File: src/design/rate_monotonic_tick_scheduler_core_assert.svh
// Assertion macros for the rate monotonic tick scheduler
`ifndef RATE_MONOTONIC_TICK_SCHEDULER_CORE_ASSERT_SVH
`define RATE_MONOTONIC_TICK_SCHEDULER_CORE_ASSERT_SVH

// Implication checked on every edge outside reset
`define RMTS_ASSERT_IMPL(lbl, clk, rst_n, ante, cons, msg) \
    lbl: assert property (@(posedge clk) disable iff (!rst_n) (ante) |-> (cons)) \
        else $error(msg);

// Next-cycle implication checked outside reset
`define RMTS_ASSERT_NEXT(lbl, clk, rst_n, ante, cons, msg) \
    lbl: assert property (@(posedge clk) disable iff (!rst_n) (ante) |=> (cons)) \
        else $error(msg);

`endif

File: src/design/rmts_pkg.sv
`timescale 1ns / 1ps
// ----------------------------------------------------------------------------
// rmts_pkg
// Types and constants shared by the scheduler modules, and the bound table.
// ----------------------------------------------------------------------------
package rmts_pkg;

    localparam int MAX_TABLE_TASKS_DEF  = 16;
    localparam int TICK_FIELD_WIDTH_DEF = 16;
    localparam int TERM_W               = 17;
    localparam int SUM_W                = 21;
    localparam logic [TERM_W-1:0] TERM_MAX = 17'h1FFFF;

    localparam logic [1:0] OP_LOAD  = 2'd0;
    localparam logic [1:0] OP_TICK  = 2'd1;
    localparam logic [1:0] OP_CHECK = 2'd2;
    localparam logic [1:0] OP_NOP   = 2'd3;

    typedef struct packed {
        logic [1:0]  op;
        logic [3:0]  task_index;
        logic [15:0] exec_time;
        logic [15:0] period_ticks;
    } t_in_item;

    typedef struct packed {
        logic [3:0]  running_task;
        logic        idle;
        logic        job_done;
        logic        deadline_miss;
        logic [15:0] missed_mask;
        logic [20:0] utilization_q16;
        logic        schedulable;
        logic [31:0] current_time;
    } t_out_item;

    typedef enum logic [3:0] {
        ST_IDLE,
        ST_DIV,
        ST_LOAD_WR,
        ST_SUM,
        ST_CHECK_DONE,
        ST_RELEASE,
        ST_PICK,
        ST_RUN,
        ST_OUT
    } t_state;

    // Commands from controller to datapath
    typedef struct packed {
        logic capture;
        logic div_start;
        logic div_step;
        logic load_wr;
        logic scan_clr;
        logic scan_step;
        logic sum_acc;
        logic release_step;
        logic pick_step;
        logic run_apply;
        logic fin_load;
        logic fin_check;
        logic fin_tick;
    } t_cmd;

    // Status from datapath to controller
    typedef struct packed {
        logic div_last;
        logic scan_last;
        logic load_ok;
    } t_stat;

    // floor(65536 * n * (2^(1/n) - 1)), index n-1
    function automatic logic [16:0] ll_bound(input logic [3:0] idx);
        logic [16:0] b;
        case (idx)
            4'd0:  b = 17'd65536;
            4'd1:  b = 17'd54291;
            4'd2:  b = 17'd51102;
            4'd3:  b = 17'd49599;
            4'd4:  b = 17'd48725;
            4'd5:  b = 17'd48154;
            4'd6:  b = 17'd47751;
            4'd7:  b = 17'd47452;
            4'd8:  b = 17'd47221;
            4'd9:  b = 17'd47037;
            4'd10: b = 17'd46887;
            4'd11: b = 17'd46763;
            4'd12: b = 17'd46658;
            4'd13: b = 17'd46569;
            4'd14: b = 17'd46492;
            default: b = 17'd46424;
        endcase
        return b;
    endfunction

endpackage

File: src/design/rmts_ctrl.sv
`timescale 1ns / 1ps
// ----------------------------------------------------------------------------
// rmts_ctrl
// Sequencer for load, tick and check operations.
// ----------------------------------------------------------------------------
module rmts_ctrl
    import rmts_pkg::*;
(
    input  logic     i_clk,
    input  logic     i_rst_n,
    input  logic     i_in_valid,
    input  logic [1:0] i_op,
    input  logic     i_out_busy,
    input  t_stat    i_stat,
    output logic     o_in_stall,
    output t_cmd     o_cmd
);

    t_state r_state, n_state;

    // State register
    always_ff @(posedge i_clk) begin
        if (!i_rst_n) begin
            r_state <= ST_IDLE;
        end else begin
            r_state <= n_state;
        end
    end

    // Next state
    always_comb begin
        n_state = r_state;
        case (r_state)
            ST_IDLE: begin
                if (i_in_valid) begin
                    if (i_op == OP_TICK) begin
                        n_state = ST_RELEASE;
                    end else if (i_op == OP_CHECK) begin
                        n_state = ST_SUM;
                    end else if (i_op == OP_LOAD) begin
                        n_state = ST_DIV;
                    end else begin
                        n_state = ST_OUT;
                    end
                end
            end
            ST_DIV:        if (i_stat.div_last) n_state = ST_LOAD_WR;
            ST_LOAD_WR:    n_state = ST_OUT;
            ST_SUM:        if (i_stat.scan_last) n_state = ST_CHECK_DONE;
            ST_CHECK_DONE: n_state = ST_OUT;
            ST_RELEASE:    if (i_stat.scan_last) n_state = ST_PICK;
            ST_PICK:       if (i_stat.scan_last) n_state = ST_RUN;
            ST_RUN:        n_state = ST_OUT;
            ST_OUT:        if (!i_out_busy) n_state = ST_IDLE;
            default:       n_state = ST_IDLE;
        endcase
    end

    // Outputs
    always_comb begin
        o_cmd      = '0;
        o_in_stall = (r_state != ST_IDLE);
        case (r_state)
            ST_IDLE: begin
                o_cmd.capture  = i_in_valid;
                o_cmd.scan_clr = i_in_valid;
                o_cmd.div_start = i_in_valid;
                o_cmd.fin_load = i_in_valid && (i_op == OP_NOP);
            end
            ST_DIV:        o_cmd.div_step = 1'b1;
            ST_LOAD_WR: begin
                o_cmd.load_wr  = 1'b1;
                o_cmd.fin_load = 1'b1;
            end
            ST_SUM:        o_cmd.sum_acc = 1'b1;
            ST_CHECK_DONE: o_cmd.fin_check = 1'b1;
            ST_RELEASE: begin
                o_cmd.release_step = 1'b1;
                o_cmd.scan_clr     = i_stat.scan_last;
            end
            ST_PICK:       o_cmd.pick_step = 1'b1;
            ST_RUN: begin
                o_cmd.run_apply = 1'b1;
                o_cmd.fin_tick  = 1'b1;
            end
            default: ;
        endcase
        o_cmd.scan_step = o_cmd.sum_acc | o_cmd.release_step | o_cmd.pick_step;
    end

    `include "rate_monotonic_tick_scheduler_core_assert.svh"

    `RMTS_ASSERT_IMPL(a_stall_busy, i_clk, i_rst_n, r_state != ST_IDLE, o_in_stall, "stall low while busy")
    `RMTS_ASSERT_NEXT(a_run_to_out, i_clk, i_rst_n, r_state == ST_RUN, r_state == ST_OUT, "run not followed by out")
    `RMTS_ASSERT_IMPL(a_one_scan, i_clk, i_rst_n, o_cmd.scan_step, $onehot({o_cmd.sum_acc, o_cmd.release_step, o_cmd.pick_step}), "scan commands overlap")

endmodule

File: src/design/rmts_dp.sv
`timescale 1ns / 1ps
// ----------------------------------------------------------------------------
// rmts_dp
// Task table, restoring divider, scan unit and result register.
// ----------------------------------------------------------------------------
module rmts_dp
    import rmts_pkg::*;
#(
    parameter int MAX_TABLE_TASKS  = MAX_TABLE_TASKS_DEF,
    parameter int TICK_FIELD_WIDTH = TICK_FIELD_WIDTH_DEF
)
(
    input  logic      i_clk,
    input  logic      i_rst_n,
    input  t_in_item  i_item,
    input  logic      i_cfg_we,
    input  logic [4:0] i_cfg_wdata,
    input  t_cmd      i_cmd,
    input  logic      i_out_stall,
    output t_stat     o_stat,
    output logic      o_out_busy,
    output logic      o_out_valid,
    output t_out_item o_out_item
);

    localparam int TW    = TICK_FIELD_WIDTH;
    localparam int LIM   = (MAX_TABLE_TASKS < 16) ? MAX_TABLE_TASKS : 16;
    localparam int IW    = (MAX_TABLE_TASKS > 1) ? $clog2(MAX_TABLE_TASKS) : 1;
    localparam int DIV_W = 32;
    localparam int DCW   = $clog2(DIV_W);

    logic [TW-1:0]     r_period [MAX_TABLE_TASKS];
    logic [TW-1:0]     r_exec   [MAX_TABLE_TASKS];
    logic [TW-1:0]     r_phase  [MAX_TABLE_TASKS];
    logic [TW-1:0]     r_rem    [MAX_TABLE_TASKS];
    logic [TERM_W-1:0] r_term   [MAX_TABLE_TASKS];
    logic [31:0]       r_time;
    logic [4:0]        r_count;
    t_in_item          r_item;

    // Divider state
    logic [DIV_W-1:0] r_quo;
    logic [16:0]      r_remd;
    logic [DCW-1:0]   r_dcnt;

    // Scan state
    logic [3:0]       r_scan;
    logic [SUM_W-1:0] r_sum;
    logic [15:0]      r_mask;
    logic             r_found;
    logic [3:0]       r_best;
    logic [TW-1:0]    r_best_per;

    logic r_oval;
    t_out_item r_out;
    t_out_item n_out;
    logic      w_fin;

    logic [3:0] w_n_m1;
    logic [4:0] w_cnt_lim;
    logic [IW-1:0] w_sidx;
    logic [IW-1:0] w_bidx;
    logic [IW-1:0] w_lidx;
    logic [17:0]   w_trial;
    logic          w_load_in;

    // Clamp active count to 1..LIM
    always_comb begin
        w_cnt_lim = r_count;
        if (r_count == 5'd0) w_cnt_lim = 5'd1;
        if (r_count > 5'(LIM)) w_cnt_lim = 5'(LIM);
        w_n_m1 = 4'(w_cnt_lim - 5'd1);
    end

    assign w_sidx    = IW'(r_scan);
    assign w_bidx    = IW'(r_best);
    assign w_lidx    = IW'(r_item.task_index);
    assign w_load_in = ({1'b0, r_item.task_index} < 5'(MAX_TABLE_TASKS)) ||
                       (MAX_TABLE_TASKS >= 16);
    assign w_trial   = {r_remd, r_quo[DIV_W-1]} - {2'b0, r_item.period_ticks};

    assign o_stat.div_last  = (r_dcnt == DCW'(DIV_W - 1));
    assign o_stat.scan_last = (r_scan == w_n_m1);
    assign o_stat.load_ok   = w_load_in;

    // Configuration and time
    always_ff @(posedge i_clk) begin
        if (!i_rst_n) begin
            r_count <= 5'd1;
            r_time  <= '0;
        end else begin
            if (i_cfg_we) r_count <= i_cfg_wdata;
            if (i_cmd.fin_tick) r_time <= r_time + 32'd1;
        end
    end

    // Capture item; run divider one quotient bit per cycle
    always_ff @(posedge i_clk) begin
        if (i_cmd.capture) r_item <= i_item;
        if (i_cmd.div_start) begin
            r_quo  <= {i_item.exec_time, 16'd0};
            r_remd <= '0;
            r_dcnt <= '0;
        end else if (i_cmd.div_step) begin
            r_dcnt <= r_dcnt + DCW'(1);
            if (!w_trial[17]) begin
                r_remd <= w_trial[16:0];
                r_quo  <= {r_quo[DIV_W-2:0], 1'b1};
            end else begin
                r_remd <= {r_remd[15:0], r_quo[DIV_W-1]};
                r_quo  <= {r_quo[DIV_W-2:0], 1'b0};
            end
        end
    end

    // Scan counter and accumulators
    always_ff @(posedge i_clk) begin
        if (i_cmd.scan_clr) begin
            r_scan <= '0;
        end else if (i_cmd.scan_step) begin
            r_scan <= r_scan + 4'd1;
        end
        if (i_cmd.capture) begin
            r_sum   <= '0;
            r_mask  <= '0;
            r_found <= 1'b0;
            r_best  <= '0;
        end else begin
            if (i_cmd.sum_acc) r_sum <= r_sum + SUM_W'(r_term[w_sidx]);
            if (i_cmd.release_step && r_phase[w_sidx] == '0 && r_rem[w_sidx] != '0) begin
                r_mask[r_scan] <= 1'b1;
            end
            if (i_cmd.pick_step && r_rem[w_sidx] != '0 &&
                (!r_found || r_period[w_sidx] < r_best_per)) begin
                r_found    <= 1'b1;
                r_best     <= r_scan;
                r_best_per <= r_period[w_sidx];
            end
        end
    end

    // Table: reset-cleared phase, work and term; stored times written on load
    always_ff @(posedge i_clk) begin
        if (!i_rst_n) begin
            for (int k = 0; k < MAX_TABLE_TASKS; k++) begin
                r_phase[k] <= '0;
                r_rem[k]   <= '0;
                r_term[k]  <= '0;
            end
        end else if (i_cmd.load_wr && w_load_in) begin
            r_phase[w_lidx] <= '0;
            r_rem[w_lidx]   <= '0;
            if (r_item.period_ticks == 16'd0 || r_quo[DIV_W-1:TERM_W] != '0) begin
                r_term[w_lidx] <= TERM_MAX;
            end else begin
                r_term[w_lidx] <= r_quo[TERM_W-1:0];
            end
        end else if (i_cmd.release_step) begin
            if (r_phase[w_sidx] == '0) begin
                r_rem[w_sidx]   <= r_exec[w_sidx];
                r_phase[w_sidx] <= (r_period[w_sidx] == '0) ? '0
                                   : r_period[w_sidx] - TW'(1);
            end else begin
                r_phase[w_sidx] <= r_phase[w_sidx] - TW'(1);
            end
        end else if (i_cmd.run_apply && r_found) begin
            r_rem[w_bidx] <= r_rem[w_bidx] - TW'(1);
        end
    end

    always_ff @(posedge i_clk) begin
        if (i_cmd.load_wr && w_load_in) begin
            r_exec[w_lidx]   <= TW'(r_item.exec_time);
            r_period[w_lidx] <= TW'(r_item.period_ticks);
        end
    end

    assign w_fin = i_cmd.fin_load || i_cmd.fin_check || i_cmd.fin_tick;

    // Result register
    always_ff @(posedge i_clk) begin
        if (!i_rst_n) begin
            r_oval <= 1'b0;
        end else if (w_fin) begin
            r_oval <= 1'b1;
        end else if (!i_out_stall) begin
            r_oval <= 1'b0;
        end
    end

    // Assemble the next result
    always_comb begin
        n_out              = '0;
        n_out.idle         = 1'b1;
        n_out.current_time = r_time;
        if (i_cmd.fin_check) begin
            n_out.utilization_q16 = r_sum;
            n_out.schedulable     = (r_sum <= SUM_W'(ll_bound(w_n_m1)));
        end
        if (i_cmd.fin_tick) begin
            n_out.missed_mask   = r_mask;
            n_out.deadline_miss = (r_mask != '0);
            if (r_found) begin
                n_out.idle         = 1'b0;
                n_out.running_task = r_best;
                n_out.job_done     = (r_rem[w_bidx] == TW'(1));
            end
        end
    end

    always_ff @(posedge i_clk) begin
        if (w_fin) begin
            r_out <= n_out;
        end
    end

    assign o_out_busy  = r_oval && i_out_stall;
    assign o_out_valid = r_oval;
    assign o_out_item  = r_out;

    `include "rate_monotonic_tick_scheduler_core_assert.svh"

    `RMTS_ASSERT_IMPL(a_cnt_range, i_clk, i_rst_n, 1'b1, w_n_m1 < 4'(LIM) || LIM == 16, "active count out of range")
    `RMTS_ASSERT_NEXT(a_hold_out, i_clk, i_rst_n, r_oval && i_out_stall && !i_cmd.fin_tick && !i_cmd.fin_load && !i_cmd.fin_check, r_oval && $stable(r_out), "result lost under stall")
    `RMTS_ASSERT_NEXT(a_time_step, i_clk, i_rst_n, i_cmd.fin_tick, r_time == $past(r_time) + 32'd1, "tick count not advanced")

endmodule

File: src/design/rate_monotonic_tick_scheduler_core.sv
`timescale 1ns / 1ps
// ----------------------------------------------------------------------------
// rate_monotonic_tick_scheduler_core
// Preemptive rate monotonic tick scheduler with utilization check.
// ----------------------------------------------------------------------------
// Channel  Direction  Handshake                      Payload
// in       input      i_in_valid / o_in_stall        t_in_item
// out      output     o_out_valid / i_out_stall      t_out_item
// cfg      input      i_cfg_we                       task_count (5 bits)
//
// Load: the restoring divider produces one quotient bit per cycle, then the entry is written.
// Tick: two passes over n active tasks (release, then pick). Check: one summing pass.
// One item at a time; a result is held in the output register under stall.
// Synchronous reset clears the state and the phase, work and term entries.
// ----------------------------------------------------------------------------
module rate_monotonic_tick_scheduler_core
    import rmts_pkg::*;
#(
    parameter int MAX_TABLE_TASKS  = MAX_TABLE_TASKS_DEF,
    parameter int TICK_FIELD_WIDTH = TICK_FIELD_WIDTH_DEF
)
(
    input  logic      i_clk,
    input  logic      i_rst_n,
    input  logic      i_in_valid,
    output logic      o_in_stall,
    input  t_in_item  i_in_item,
    output logic      o_out_valid,
    input  logic      i_out_stall,
    output t_out_item o_out_item,
    input  logic      i_cfg_we,
    input  logic [4:0] i_cfg_wdata
);

    t_cmd  w_cmd;
    t_stat w_stat;
    logic  w_out_busy;

    rmts_ctrl u_ctrl (
        .i_clk      (i_clk),
        .i_rst_n    (i_rst_n),
        .i_in_valid (i_in_valid),
        .i_op       (i_in_item.op),
        .i_out_busy (w_out_busy),
        .i_stat     (w_stat),
        .o_in_stall (o_in_stall),
        .o_cmd      (w_cmd)
    );

    rmts_dp #(
        .MAX_TABLE_TASKS  (MAX_TABLE_TASKS),
        .TICK_FIELD_WIDTH (TICK_FIELD_WIDTH)
    ) u_dp (
        .i_clk       (i_clk),
        .i_rst_n     (i_rst_n),
        .i_item      (i_in_item),
        .i_cfg_we    (i_cfg_we),
        .i_cfg_wdata (i_cfg_wdata),
        .i_cmd       (w_cmd),
        .i_out_stall (i_out_stall),
        .o_stat      (w_stat),
        .o_out_busy  (w_out_busy),
        .o_out_valid (o_out_valid),
        .o_out_item  (o_out_item)
    );

endmodule

File: config.mk
export PLATFORM = sky130hd
export DESIGN_NAME = rate_monotonic_tick_scheduler_core
export DESIGN_NICKNAME = d
export VERILOG_FILES = /design/src/design/rmts_pkg.sv /design/src/design/rmts_ctrl.sv /design/src/design/rmts_dp.sv /design/src/design/rate_monotonic_tick_scheduler_core.sv
export VERILOG_INCLUDE_DIRS = /design/src /design/src/design
export SDC_FILE = /design/constraint.sdc
export NUM_CORES = 2
export LEC_CHECK = 0
export ABC_AREA = 1
export BUFFER_PORTS_ARGS = -buffer_cell sky130_fd_sc_hd__buf_2
export CAP_MARGIN = 20
export CORE_AREA = 2 2 385 387
export DETAILED_ROUTE_END_ITERATION = 16
export DIE_AREA = 0 0 387 389
export PLACE_DENSITY = 0.63
export SETUP_SLACK_MARGIN = 0.1
export SYNTH_ARGS = -nofsm -noshare
export SYNTH_HDL_FRONTEND = slang
export SYNTH_SLANG_ARGS = --single-unit
export TNS_END_PERCENT = 20
File: constraint.sdc
create_clock -name i_clk -period 8.6 [get_ports i_clk]
set_input_delay 1.72 -clock i_clk [delete_from_list [all_inputs] [get_ports i_clk]]
set_output_delay 1.72 -clock i_clk [all_outputs]
set_load 0.02 [all_outputs]
==> metrics.txt <==
Min Clock Period, post-route 5.92 ns; clock sink count 1575; M3 GR Usage 0.0423; Hold WC Path Type flip-flop to flip-flop; critical path fanouts, max 97; TritonCTS Buffers around 170; post-detail-place hpwl 130000 µm; share of layout cells above drive strength 1 0.0910; CP Data Arrival Time 6.34 ns; Hold Startpoint u_dp.r_time[31]$_SDFFE_PN0N_; MaxCap Viol Count 0; Initial Util 0.496; pwr dens 297 nW/µm²; fmax around 170 MHz; H-tree levels 4; Bufs on Longest Clock Path 3; crit-path cells buf_4, buf_4, o21ai_0, o2111ai_1, o21ai_0, nand3_1, nor2_1, nand4_1, nand2_1, nor2_1, nand2_1, inv_1; number of synthesized flops with an enable pin 1441; Worst path slowest cell dfxtp_4; via count about 53000; r2r setup slk around 2.7 ns; worst flop-to-flop path endpoint u_dp.r_best_per[13]$_DFFE_PP_; GR Overflow Total 0; GR Util All Layers 0.276; Post-Route Setup TNS 0 ns; critical path's largest stage delay 1.01 ns; Final Routed Wirelength 212000 µm; Mapped Area 72700 µm²; critical path class flip-flop to flip-flop; CP top delay family buffers and inverters; Resized Gates After CTS 0; most frequent cells in the layout edfxtp_1 (1441), nand2_1 (1174), nor2_1 (1126); Die X 387 µm; grt peak-use layer met2; TritonRoute pass-1 iters 9; Layout area overhead 10.3%; initial DRC count 6842; CTS Hold Bufs 0; reg2reg path depth 12; clock tree from TritonCTS yes; FFs w/ async S/R, synth 0; drt drc 0; fin nets 7250; DRT antenna net count 0; Worst-path clk slew 0.06 ns; Hold Vio Cnt, Final 0; synth top area cells edfxtp_1 (60%), nand2_1 (6.1%), nor2_1 (6.0%); vias per cell 5.79; Pwr Total 23.8 mW; Synth top area share 0.596; Worst Tran Pin Value 1.19 ns; ys flop type edfxtp_1; sequential-to-total area share from yosys stat 0.633; I/O Pins ~130; clk_skew approximately 0.036 ns; CP Data Required Time ~9 ns; Yosys Warn Count 0; Syn Inst Count 7151; VDD IR-drop max between 200 and 300 µV; commonest non-fill, non-tap cell in the layout edfxtp_1; GR Layer Usage met1 0.374; number of global-route vias before repair 49800; synthesized flop and latch total 1575; fin. max-slew vios 0; fillers roughly 13000; I/O Buffers roughly 130; Synth cell types between 60 and 70; first-pass GRT wire length roughly 310000 µm; initial antenna violation count 7; Worst Setup Start Kind flip-flop; Avg Inst Size Synth around 10 µm²; Hold Path Cell Cnt 0; Synth area leader edfxtp_1; die height 389 µm; largest net degree at the start of global routing ~190; status finished clean; met2 Usage GRT 0.451; syn_nets 7284; final setup vio count 0; Site Rows 141; GP Congestion about 0.96; Clock Tree Root clkbuf_16; Max-slew headroom 0.209; pre-CTS setup slack 2.30 ns; Tcrit/Tclk final 0.688; RSZ-0062 raised after global routing false; total setup buffers inserted after CTS 0; Clk Latency, worst-skew pair 0.82 ns; Final WS setup ~2.7 ns; die area approximately 150000 µm²; routed len/inst 23.0 µm; Setup crit end kind flip-flop; leakage 30.8 nW; Core ar. around 150000 µm²; Buf+Inv Stages, Crit Path 3; Min-Delay Endpoint u_dp.o_out_item[31]$_DFFE_PP_
kinds of logic (layout without fill, tap and decap cells):
group,count (synthesis),count (layout),share of synthesized area
AO/OA/AOI/OAI,1397,1397,0.115
XOR/XNOR,55,55,0.00663
adder cells (fa/ha/maj),85,85,0.0148
buffers and inverters,1180,1279,0.0683
flip-flops,1575,1575,0.633
other,0,3,0
AND/OR/NAND/NOR,2859,2859,0.163
per-layer routing:
metal | share of wire | up-vias | routed length (µm)
met4 | 0.035 | 2 | 7470
met5 | 0.000061 | - | 13
met2 | 0.48 | 2427 | 101000
met1 | 0.40 | 25900 | 85400
li1 | - | 24500 | -
met3 | 0.085 | 384 | 18000
power by group:
part	leakage [nW]	switching (mW)	internal, mW	total [mW]
registers	15.2	0.539	9.17	9.71
clock network	2.58	3.05	4.02	7.07
logic	13.1	5.06	1.94	7.00
registers in the layout (all words and copies together) (netlist names), 4 cells and up, named ones only:
signal	cells
u_dp.r_count	5
u_dp.r_time	32
u_dp.r_remd	17
u_dp.r_best	4
u_dp.r_period	256
u_dp.r_rem	256
u_dp.r_sum	21
u_dp.r_scan	4
u_dp.r_quo	32
u_dp.r_exec	256
u_dp.r_best_per	16
u_dp.r_phase	256
u_dp.r_item	32
u_dp.r_dcnt	5
u_dp.o_out_item	77
u_ctrl.r_state	4
u_dp.r_term	272
u_dp.r_mask	16
u_dp.w_lidx	4
cell usage after synthesis, types with 14 or more instances:
library cell and count:
buf_6 36, o21ai_1 34, xor2_1 40, a22oi_1 32, nor2_1 1152, buf_4 22, ha_1 83, nor2_2 72
a21oi_1 318, a32o_1 14, nand2_1 1174, o211ai_1 159, inv_1 722, nand3_1 272, o22ai_1 50, clkbuf_1 227
and2_1 17, o221ai_1 113, nor4_1 36, dfxtp_1 134, edfxtp_1 1441, xnor2_1 15, o21ai_0 585, nor3_1 54
inv_2 18, nand2_4 16, buf_1 22, buf_2 123, nand4_1 33
worst max path at each step:
stage,start,end,slack (ns),cells past startpoint
floorplan,flip-flop,u_dp.r_sum[18]$_SDFFE_PP0P_,3.78,31
global placement,i_rst_n,u_dp.r_rem[2][14]$_SDFFCE_PN0P_,2.47,11
detailed placement,i_rst_n,u_dp.r_rem[2][14]$_SDFFCE_PN0P_,2.30,11
CTS,flip-flop,u_dp.r_sum[18]$_SDFFE_PP0P_,2.76,23
global route,flip-flop,u_dp.r_sum[20]$_SDFFE_PP0P_,2.02,23
finish,flip-flop,u_dp.r_best_per[13]$_DFFE_PP_,2.68,12
layout make-up:
cell class	instances	area, µm²	share of cell area
Clock inverter	85	880	0.0110
Clock buffer	215	4440	0.0554
Timing Repair Buffer	231	1550	0.0193
Tap cell	1930	2410	0.0301
Sequential cell	1575	46000	0.574
Inverter	748	2840	0.0354
Antenna cell	3	7.51	0.0000937
Multi-Input combinational cell	4396	22000	0.275
metrics by stage:
step / hold WS (ns) / instances / cell area, µm² / util
2_1_floorplan: 0.408 / 7151 / 72700 / -
5_1_grt: 0.464 / 9183 / 80100 / 0.546
3_3_place_gp: 0.427 / 8870 / 74600 / 0.509
6_report: 0.443 / 9183 / 80100 / 0.546
4_1_cts: 0.441 / 9173 / 80000 / 0.546
3_5_place_dp: 0.424 / 8873 / 74700 / 0.510
Power figures use the tool's default switching activity.
